===== src/per_address_attempt_limiter_assert.svh =====
// assertion helpers for the attempt limiter
`ifndef PER_ADDRESS_ATTEMPT_LIMITER_ASSERT_SVH
`define PER_ADDRESS_ATTEMPT_LIMITER_ASSERT_SVH

// same-cycle implication, checked out of reset
`define PAL_ASSERT_NOW(label, ante, cons, msg) \
  label: assert property (@(posedge clk) disable iff (!rst_n) (ante) |-> (cons)) \
    else $error(msg);

// next-cycle implication, checked out of reset
`define PAL_ASSERT_NEXT(label, ante, cons, msg) \
  label: assert property (@(posedge clk) disable iff (!rst_n) (ante) |=> (cons)) \
    else $error(msg);

`endif


===== src/pal_pkg.sv =====
`timescale 1ns / 1ps

package pal_pkg;

  localparam int TABLE_DEPTH = 32;
  localparam int IDX_W = (TABLE_DEPTH > 1) ? $clog2(TABLE_DEPTH) : 1;
  localparam int CNT_W = $clog2(TABLE_DEPTH + 1);

  localparam int CFG_IDX_W = 2;
  localparam int CFG_DATA_W = 32;

  localparam logic [CFG_IDX_W-1:0] CFG_ATTEMPT_LIMIT   = 2'd0;
  localparam logic [CFG_IDX_W-1:0] CFG_LOCK_WINDOW_MS  = 2'd1;
  localparam logic [CFG_IDX_W-1:0] CFG_RESET_WINDOW_MS = 2'd2;

  localparam logic [7:0]  ATTEMPT_LIMIT_RST   = 8'd5;
  localparam logic [31:0] LOCK_WINDOW_MS_RST  = 32'd900000;
  localparam logic [31:0] RESET_WINDOW_MS_RST = 32'd300000;

  localparam logic OP_CHECK = 1'b0;
  localparam logic OP_CLEAR = 1'b1;

  localparam logic [7:0] COUNT_MAX = 8'hFF;

  typedef struct packed {
    logic        operation;
    logic [31:0] client_address;
    logic [31:0] now_ms;
  } pal_in_t;

  typedef struct packed {
    logic       allowed;
    logic [7:0] attempt_count;
    logic       tracked;
  } pal_out_t;

  typedef struct packed {
    logic [31:0] address;
    logic [7:0]  attempts;
    logic [31:0] last_ms;
  } pal_entry_t;

  localparam int ENTRY_W = $bits(pal_entry_t);

  typedef struct packed {
    logic [7:0]  attempt_limit;
    logic [31:0] lock_window_ms;
    logic [31:0] reset_window_ms;
  } pal_cfg_t;

  // outcome of one item: table write and result word
  typedef struct packed {
    logic       we;
    logic       append;
    pal_entry_t entry;
    pal_out_t   res;
  } pal_upd_t;

  typedef struct packed {
    logic             busy;
    logic             append;
    logic [CNT_W-1:0] used;
  } pal_stat_t;

endpackage


===== src/pal_ram.sv =====
`timescale 1ns / 1ps

module pal_ram #(
  parameter int WIDTH = 8,
  parameter int DEPTH = 32,
  localparam int AW = (DEPTH > 1) ? $clog2(DEPTH) : 1
) (
  input  logic             clk,
  input  logic             we,
  input  logic [AW-1:0]    waddr,
  input  logic [WIDTH-1:0] wdata,
  input  logic [AW-1:0]    raddr,
  output logic [WIDTH-1:0] rdata
);

  logic [WIDTH-1:0] mem [DEPTH];
  logic [WIDTH-1:0] rdata_r;

  always_ff @(posedge clk) begin
    if (we) begin
      mem[waddr] <= wdata;
    end
    rdata_r <= mem[raddr];
  end

  assign rdata = rdata_r;

endmodule


===== src/pal_decide.sv =====
`timescale 1ns / 1ps

module pal_decide import pal_pkg::*; (
  input  pal_in_t    item,
  input  logic       hit,
  input  pal_entry_t ent,
  input  logic       full,
  input  pal_cfg_t   cfg,
  output pal_upd_t   upd
);

  logic [31:0] elapsed;
  logic        refuse;
  logic [7:0]  cnt_base;
  logic [7:0]  cnt_new;

  assign elapsed  = item.now_ms - ent.last_ms;
  assign refuse   = (ent.attempts >= cfg.attempt_limit) && (elapsed < cfg.lock_window_ms);
  // idle long enough: count restarts
  assign cnt_base = (elapsed > cfg.reset_window_ms) ? 8'd0 : ent.attempts;
  assign cnt_new  = ((cnt_base < cfg.attempt_limit) && (cnt_base != COUNT_MAX))
                    ? cnt_base + 8'd1 : cnt_base;

  always_comb begin
    upd               = '0;
    upd.entry.address = item.client_address;
    upd.res.allowed   = 1'b1;
    if (item.operation == OP_CLEAR) begin
      if (hit) begin
        upd.we                 = 1'b1;
        upd.entry.attempts     = 8'd0;
        upd.entry.last_ms      = ent.last_ms;
        upd.res.tracked        = 1'b1;
      end
    end else if (hit) begin
      upd.res.tracked = 1'b1;
      if (refuse) begin
        upd.res.allowed       = 1'b0;
        upd.res.attempt_count = ent.attempts;
      end else begin
        upd.we                = 1'b1;
        upd.entry.attempts    = cnt_new;
        upd.entry.last_ms     = item.now_ms;
        upd.res.attempt_count = cnt_new;
      end
    end else if (!full) begin
      upd.we                = 1'b1;
      upd.append            = 1'b1;
      upd.entry.attempts    = 8'd1;
      upd.entry.last_ms     = item.now_ms;
      upd.res.attempt_count = 8'd1;
      upd.res.tracked       = 1'b1;
    end
  end

endmodule


===== src/pal_ctrl.sv =====
`timescale 1ns / 1ps

module pal_ctrl import pal_pkg::*; (
  input  logic             clk,
  input  logic             rst_n,
  input  logic             in_valid,
  input  pal_in_t          in_word,
  output logic             in_stall,
  output logic             out_valid,
  input  logic             out_stall,
  output pal_out_t         out_word,
  output pal_in_t          item,
  output logic             hit,
  output pal_entry_t       ent,
  output logic             full,
  input  pal_upd_t         upd,
  output logic [IDX_W-1:0] rd_addr,
  input  pal_entry_t       rd_data,
  output logic             wr_en,
  output logic [IDX_W-1:0] wr_addr,
  output pal_entry_t       wr_data,
  output pal_stat_t        stat
);

  typedef enum logic [2:0] {
    S_IDLE   = 3'b001,
    S_SCAN   = 3'b010,
    S_DECIDE = 3'b100
  } state_t;

  state_t           state_r, state_nxt;
  logic [IDX_W-1:0] idx_r, idx_nxt;
  logic [CNT_W-1:0] used_r, used_nxt;
  pal_in_t          item_r, item_nxt;
  logic             hit_r, hit_nxt;
  pal_entry_t       ent_r, ent_nxt;
  logic             out_valid_r, out_valid_nxt;
  pal_out_t         out_word_r, out_word_nxt;
  logic             match;
  logic             last;
  logic             commit;

  assign match  = rd_data.address == item_r.client_address;
  assign last   = (CNT_W'(idx_r) + CNT_W'(1)) == used_r;
  assign commit = (state_r == S_DECIDE) && (!out_valid_r || !out_stall);

  always_comb begin
    state_nxt     = state_r;
    idx_nxt       = idx_r;
    used_nxt      = used_r;
    item_nxt      = item_r;
    hit_nxt       = hit_r;
    ent_nxt       = ent_r;
    out_valid_nxt = out_valid_r && out_stall;
    out_word_nxt  = out_word_r;
    rd_addr       = '0;
    wr_en         = 1'b0;
    unique case (state_r)
      S_IDLE: begin
        if (in_valid) begin
          item_nxt  = in_word;
          idx_nxt   = '0;
          hit_nxt   = 1'b0;
          state_nxt = (used_r == '0) ? S_DECIDE : S_SCAN;
        end
      end
      S_SCAN: begin
        // read data belongs to idx_r, one entry per cycle
        if (match) begin
          hit_nxt   = 1'b1;
          ent_nxt   = rd_data;
          state_nxt = S_DECIDE;
        end else if (last) begin
          state_nxt = S_DECIDE;
        end else begin
          idx_nxt = idx_r + IDX_W'(1);
          rd_addr = idx_nxt;
        end
      end
      S_DECIDE: begin
        if (commit) begin
          out_valid_nxt = 1'b1;
          out_word_nxt  = upd.res;
          wr_en         = upd.we;
          used_nxt      = used_r + CNT_W'(upd.append);
          state_nxt     = S_IDLE;
        end
      end
      default: begin
        state_nxt = S_IDLE;
      end
    endcase
  end

  always_ff @(posedge clk) begin
    if (!rst_n) begin
      state_r     <= S_IDLE;
      used_r      <= '0;
      out_valid_r <= 1'b0;
    end else begin
      state_r     <= state_nxt;
      used_r      <= used_nxt;
      out_valid_r <= out_valid_nxt;
    end
  end

  always_ff @(posedge clk) begin
    idx_r      <= idx_nxt;
    item_r     <= item_nxt;
    hit_r      <= hit_nxt;
    ent_r      <= ent_nxt;
    out_word_r <= out_word_nxt;
  end

  assign in_stall    = state_r != S_IDLE;
  assign out_valid   = out_valid_r;
  assign out_word    = out_word_r;
  assign item        = item_r;
  assign hit         = hit_r;
  assign ent         = ent_r;
  assign full        = used_r == CNT_W'(TABLE_DEPTH);
  assign wr_addr     = upd.append ? used_r[IDX_W-1:0] : idx_r;
  assign wr_data     = upd.entry;
  assign stat.busy   = state_r != S_IDLE;
  assign stat.append = wr_en && upd.append;
  assign stat.used   = used_r;

endmodule


===== src/per_address_attempt_limiter.sv =====
`timescale 1ns / 1ps
// Per-address attempt limiter. Each word is either an access check or a
// success clear for one client address. The address table lives in a single
// one-read, one-write RAM of TABLE_DEPTH entries (address, count, last time)
// that is searched one stored entry per cycle. A word probes stored entries
// through the RAM read port (none when the table is empty) until a match or
// the last one, then passes the decision and write-back state. The result
// sits in an output register, so the next word is taken while an earlier
// result is still stalled. Entries are only read below the fill count, so no
// clearing pass is needed after reset. Configuration is written through
// cfg_we/cfg_index/cfg_wdata; the user must write only while the block is
// idle; the block does not enforce it. Writes to an unused index are dropped.

`include "per_address_attempt_limiter_assert.svh"

module per_address_attempt_limiter import pal_pkg::*; (
  input  logic                  clk,
  input  logic                  rst_n,
  input  logic                  in_valid,
  output logic                  in_stall,
  input  pal_in_t               in_word,
  output logic                  out_valid,
  input  logic                  out_stall,
  output pal_out_t              out_word,
  input  logic                  cfg_we,
  input  logic [CFG_IDX_W-1:0]  cfg_index,
  input  logic [CFG_DATA_W-1:0] cfg_wdata
);

  pal_cfg_t         cfg_r, cfg_nxt;
  pal_in_t          item;
  logic             hit;
  pal_entry_t       ent;
  logic             full;
  pal_upd_t         upd;
  logic [IDX_W-1:0] rd_addr;
  logic [IDX_W-1:0] wr_addr;
  logic             wr_en;
  pal_entry_t       wr_data;
  pal_entry_t       rd_data;
  logic [ENTRY_W-1:0] rd_bits;
  pal_stat_t        stat;

  always_comb begin
    cfg_nxt = cfg_r;
    if (cfg_we) begin
      unique case (cfg_index)
        CFG_ATTEMPT_LIMIT:   cfg_nxt.attempt_limit   = cfg_wdata[7:0];
        CFG_LOCK_WINDOW_MS:  cfg_nxt.lock_window_ms  = cfg_wdata;
        CFG_RESET_WINDOW_MS: cfg_nxt.reset_window_ms = cfg_wdata;
        default: ;
      endcase
    end
  end

  always_ff @(posedge clk) begin
    if (!rst_n) begin
      cfg_r.attempt_limit   <= ATTEMPT_LIMIT_RST;
      cfg_r.lock_window_ms  <= LOCK_WINDOW_MS_RST;
      cfg_r.reset_window_ms <= RESET_WINDOW_MS_RST;
    end else begin
      cfg_r <= cfg_nxt;
    end
  end

  pal_ctrl u_ctrl (
    .clk       (clk),
    .rst_n     (rst_n),
    .in_valid  (in_valid),
    .in_word   (in_word),
    .in_stall  (in_stall),
    .out_valid (out_valid),
    .out_stall (out_stall),
    .out_word  (out_word),
    .item      (item),
    .hit       (hit),
    .ent       (ent),
    .full      (full),
    .upd       (upd),
    .rd_addr   (rd_addr),
    .rd_data   (rd_data),
    .wr_en     (wr_en),
    .wr_addr   (wr_addr),
    .wr_data   (wr_data),
    .stat      (stat)
  );

  pal_decide u_decide (
    .item (item),
    .hit  (hit),
    .ent  (ent),
    .full (full),
    .cfg  (cfg_r),
    .upd  (upd)
  );

  pal_ram #(
    .WIDTH (ENTRY_W),
    .DEPTH (TABLE_DEPTH)
  ) u_table (
    .clk   (clk),
    .we    (wr_en),
    .waddr (wr_addr),
    .wdata (wr_data),
    .raddr (rd_addr),
    .rdata (rd_bits)
  );

  assign rd_data = pal_entry_t'(rd_bits);

  `PAL_ASSERT_NOW(a_used_bound, 1'b1, stat.used <= CNT_W'(TABLE_DEPTH), "fill count overflow")
  `PAL_ASSERT_NOW(a_append_room, stat.append, stat.used < CNT_W'(TABLE_DEPTH), "append to full table")
  `PAL_ASSERT_NOW(a_write_busy, wr_en, stat.busy, "table write while idle")
  `PAL_ASSERT_NEXT(a_accept_busy, in_valid && !in_stall, stat.busy, "accepted word not in work")

endmodule

===== config.mk =====
export PLATFORM = sky130hd
export DESIGN_NAME = per_address_attempt_limiter
export DESIGN_NICKNAME = d
export VERILOG_FILES = /design/src/pal_pkg.sv /design/src/pal_ram.sv /design/src/pal_decide.sv /design/src/pal_ctrl.sv /design/src/per_address_attempt_limiter.sv
export VERILOG_INCLUDE_DIRS = /design/src /design/src/src
export SDC_FILE = /design/constraint.sdc
export NUM_CORES = 2
export LEC_CHECK = 0
export ABC_CLOCK_PERIOD_IN_PS = 13000
export BUFFER_PORTS_ARGS = -buffer_cell sky130_fd_sc_hd__buf_4
export CELL_PAD_IN_SITES_DETAIL_PLACEMENT = 2
export CELL_PAD_IN_SITES_GLOBAL_PLACEMENT = 2
export CORE_ASPECT_RATIO = 0.6
export CORE_UTILIZATION = 55
export CTS_BUF_LIST = sky130_fd_sc_hd__clkbuf_4
export CTS_CLUSTER_SIZE = 12
export DETAILED_ROUTE_END_ITERATION = 10
export PLACE_DENSITY_LB_ADDON = 0.1
export SYNTH_ARGS = -nofsm -noshare
export SYNTH_HDL_FRONTEND = slang
export SYNTH_HIERARCHICAL = 1
export SYNTH_SLANG_ARGS = --single-unit

===== constraint.sdc =====
create_clock -name clk -period 13 [get_ports clk]
set_input_delay 2.6 -clock clk [delete_from_list [all_inputs] [get_ports clk]]
set_output_delay 2.6 -clock clk [all_outputs]
set_load 0.02 [all_outputs]

==> metrics.cfg, run 1 <==
[die]
start_util=0.558
io_pins=116
fp.dieW_um=558
fp.dieH_um=336
core.rowCount=121

[run_status]
error=[ERROR DPL-0033] detailed placement checks failed during check placement.
stop_stage=detailed placement
run_status=aborted with a tool error

[yosys]
postSynthAreaPerCell_um2=18.5
syn_area_um2=102000
ys_warn_count=6
syn-num-nets=5721
synthCells=5503

[place]
port_buffers=115
gp_congestion=0.837
hpwl_um=256000

through the flow:
step	hold WS, ns	area [µm²]
3_3_place_gp	0.386	105000
2_1_floorplan	0.386	102000
==> inputs of run 2 (changes only) <==
--- a/config.mk
+++ b/config.mk
@@ -8,14 +8,9 @@
 export LEC_CHECK = 0
 export ABC_CLOCK_PERIOD_IN_PS = 13000
 export BUFFER_PORTS_ARGS = -buffer_cell sky130_fd_sc_hd__buf_4
-export CELL_PAD_IN_SITES_DETAIL_PLACEMENT = 2
-export CELL_PAD_IN_SITES_GLOBAL_PLACEMENT = 2
-export CORE_ASPECT_RATIO = 0.6
-export CORE_UTILIZATION = 55
-export CTS_BUF_LIST = sky130_fd_sc_hd__clkbuf_4
-export CTS_CLUSTER_SIZE = 12
+export CORE_UTILIZATION = 40
 export DETAILED_ROUTE_END_ITERATION = 10
-export PLACE_DENSITY_LB_ADDON = 0.1
+export PLACE_DENSITY_LB_ADDON = 0.15
 export SYNTH_ARGS = -nofsm -noshare
 export SYNTH_HDL_FRONTEND = slang
 export SYNTH_HIERARCHICAL = 1
==> run 2 against run 1 <==
  * The run now ends clean
  * Synthesized area did not move
  * Synthesized cell count did not move
==> metrics.cfg, run 2 <==
[critical_path]
critPathMostFrequentCell=ha_1
cp_top_family=compound AO/OA/AOI/OAI gates
worstPathRequired_ns=13.49
r2r_slack_ns=4.26
setup.worst_path.start_class=flop
regToRegEndpoint=u_table/mem[23][33]$_DFFE_PP_
cp_slowest_cell=nor2_2
cp_num_buf_inv=2
crit_path_max_fanout=32
cp.arrival_ns=9.23
end_kind=flop
path_class=flop to flop
reg2regPathDepth=25
cpPeakStageDelay_ns=1.13
rr_startpoint=u_ctrl/item[0]$_DFFE_PP_

[clocking]
numCtsBuffers=299
holdBufCountCts=0
cts_resized=0
clkSinkCount=2579
cts_setup_buffers=0
cts-root-buf=clkbuf_16
clockBufferDepth=4
clk_pin_slew_ns=0.06
cts_tree=done
htree_levels=5
clkLatencyLatePin_ns=0.93

[yosys]
postSynthAreaPerCell_um2=18.5
synthCells=5503
ys_warn_count=6
syn-num-nets=5721
syn_area_um2=102000

[final_layout]
syn2layout_area_growth_pct=13.8
fin_util=0.460
final_cell_mix=edfxtp_1, mux2i_1, a22oi_1, clkbuf_16, buf_4
fill_cells=21500
drive_gt1_frac=0.184
largest_register=u_table/mem
register_area_um2=75900
multi_input_area_um2=23700
nets=5950
final_common_cell=edfxtp_1
design_area_um2=116000
final_cells=9296
largest_reg_flops=2304

[route]
route.met2.wl_um=137000
drtAntennaViolNets=0
drt_iter0_markers=5121
drt_first_pass_iters=8
vias_per_cell=5.70
drt-met1-wl_um=130000
vias=52900
routed_wl_um=289000
highest_layer=met5
met3_length_um=15400
drc=0
drt-wirelength-per-cell_um=31.1

[global_routing]
grt_max_degree=115
first_global_vias=53400
antenna_found_initial=12
grt_overflow_total=0
grt_usage=0.224
grt_pass1_wl_um=408000

[hold_path]
min_to=u_ctrl/ent[39]$_DFFE_PP_
hold_path_startpoint=u_table/rdata[39]$_DFF_P_
whs_path_depth=0
hp-class=flop to flop

[die]
fp.dieW_um=507
fp.dieH_um=507
io_pins=116
core_area_um2=252000
core.rowCount=184
start_util=0.404
die_area_um2=257000

[timing]
worst_pin_slew_ns=1.43
period_needed_ns=8.74
min_period_over_period=0.672
fmax_mhz=114
finalHoldViolCount=0
tns_ns=0
rsz0062_at_grt=false
skew_ns=0.0655
finalMaxSlewViolations=0
setup_viol=0
relSlewSlack=0.0460

[place]
dp.cells=8779
gp_congestion=0.825
hpwl_um=166000
place_area_um2=107000
port_buffers=115

[power]
p_leak_nw=36.2
powerDensity_nw_per_um2=154
ir_worst_vdd_v=0.000154
power.total_w=0.0178

[run_status]
run_status=completed

[run]
maxCapViolCount=0

run 2: metrics by stage:
stage          setup slack [ns]  hold WS, ns
3_5_place_dp               4.35        0.389
5_1_grt                    3.58        0.397
3_3_place_gp               4.37        0.388
2_1_floorplan              4.66        0.386
4_1_cts                    4.27        0.398
6_report                   4.26        0.402
run 2: worst max-delay path by stage:
stage	start	depth (start not counted)	to	slack [ns]
2_1_floorplan	u_ctrl/item[14]$_DFFE_PP_	22	u_table/mem[12][0]$_DFFE_PP_	4.66
3_3_place_gp	u_ctrl/item[0]$_DFFE_PP_	25	u_table/mem[30][33]$_DFFE_PP_	4.37
3_5_place_dp	u_ctrl/item[0]$_DFFE_PP_	25	u_table/mem[16][33]$_DFFE_PP_	4.35
4_1_cts	u_ctrl/item[0]$_DFFE_PP_	25	u_table/mem[12][33]$_DFFE_PP_	4.27
5_1_grt	u_ctrl/item[0]$_DFFE_PP_	25	u_table/mem[13][33]$_DFFE_PP_	3.58
6_report	u_ctrl/item[0]$_DFFE_PP_	25	u_table/mem[23][33]$_DFFE_PP_	4.26
run 2: area by class of cell:
cell class	instances	area share
clock inverter	122	0.00972
tap	3348	0.0361
timing repair buffer	305	0.0206
multi-input combinational	2411	0.204
inverter	136	0.00442
antenna	5	0.000108
sequential	2579	0.654
clock buffer	390	0.0705
run 2: worst reg2reg max path: cells and delay by family (launching register included):
kind / cells / cell delay (ns)
buffers and inverters: 2 / 0.12
flip-flops: 1 / 0.35
adder cells (fa/ha/maj): 4 / 0.94
AND/OR/NAND/NOR: 5 / 2.15
multiplexers: 1 / 0.32
AO/OA/AOI/OAI: 12 / 4.09
XOR/XNOR: 1 / 0.31
run 2: per-layer routing:
metal	global-route usage	up-vias
li1	-	22600
met4	0.0550	6
met1	0.322	28300
met2	0.361	1679
met3	0.0297	334
met5	0	-
run 2: power by group:
| group | switching [W] | total [W] | internal [W] |
|---|---|---|---|
| Clock | 0.00325 | 0.00805 | 0.00479 |
| Combinational | 0.000404 | 0.000554 | 0.000150 |
| Sequential | 0.0000280 | 0.00921 | 0.00919 |
(Power assumes the default switching activity.)
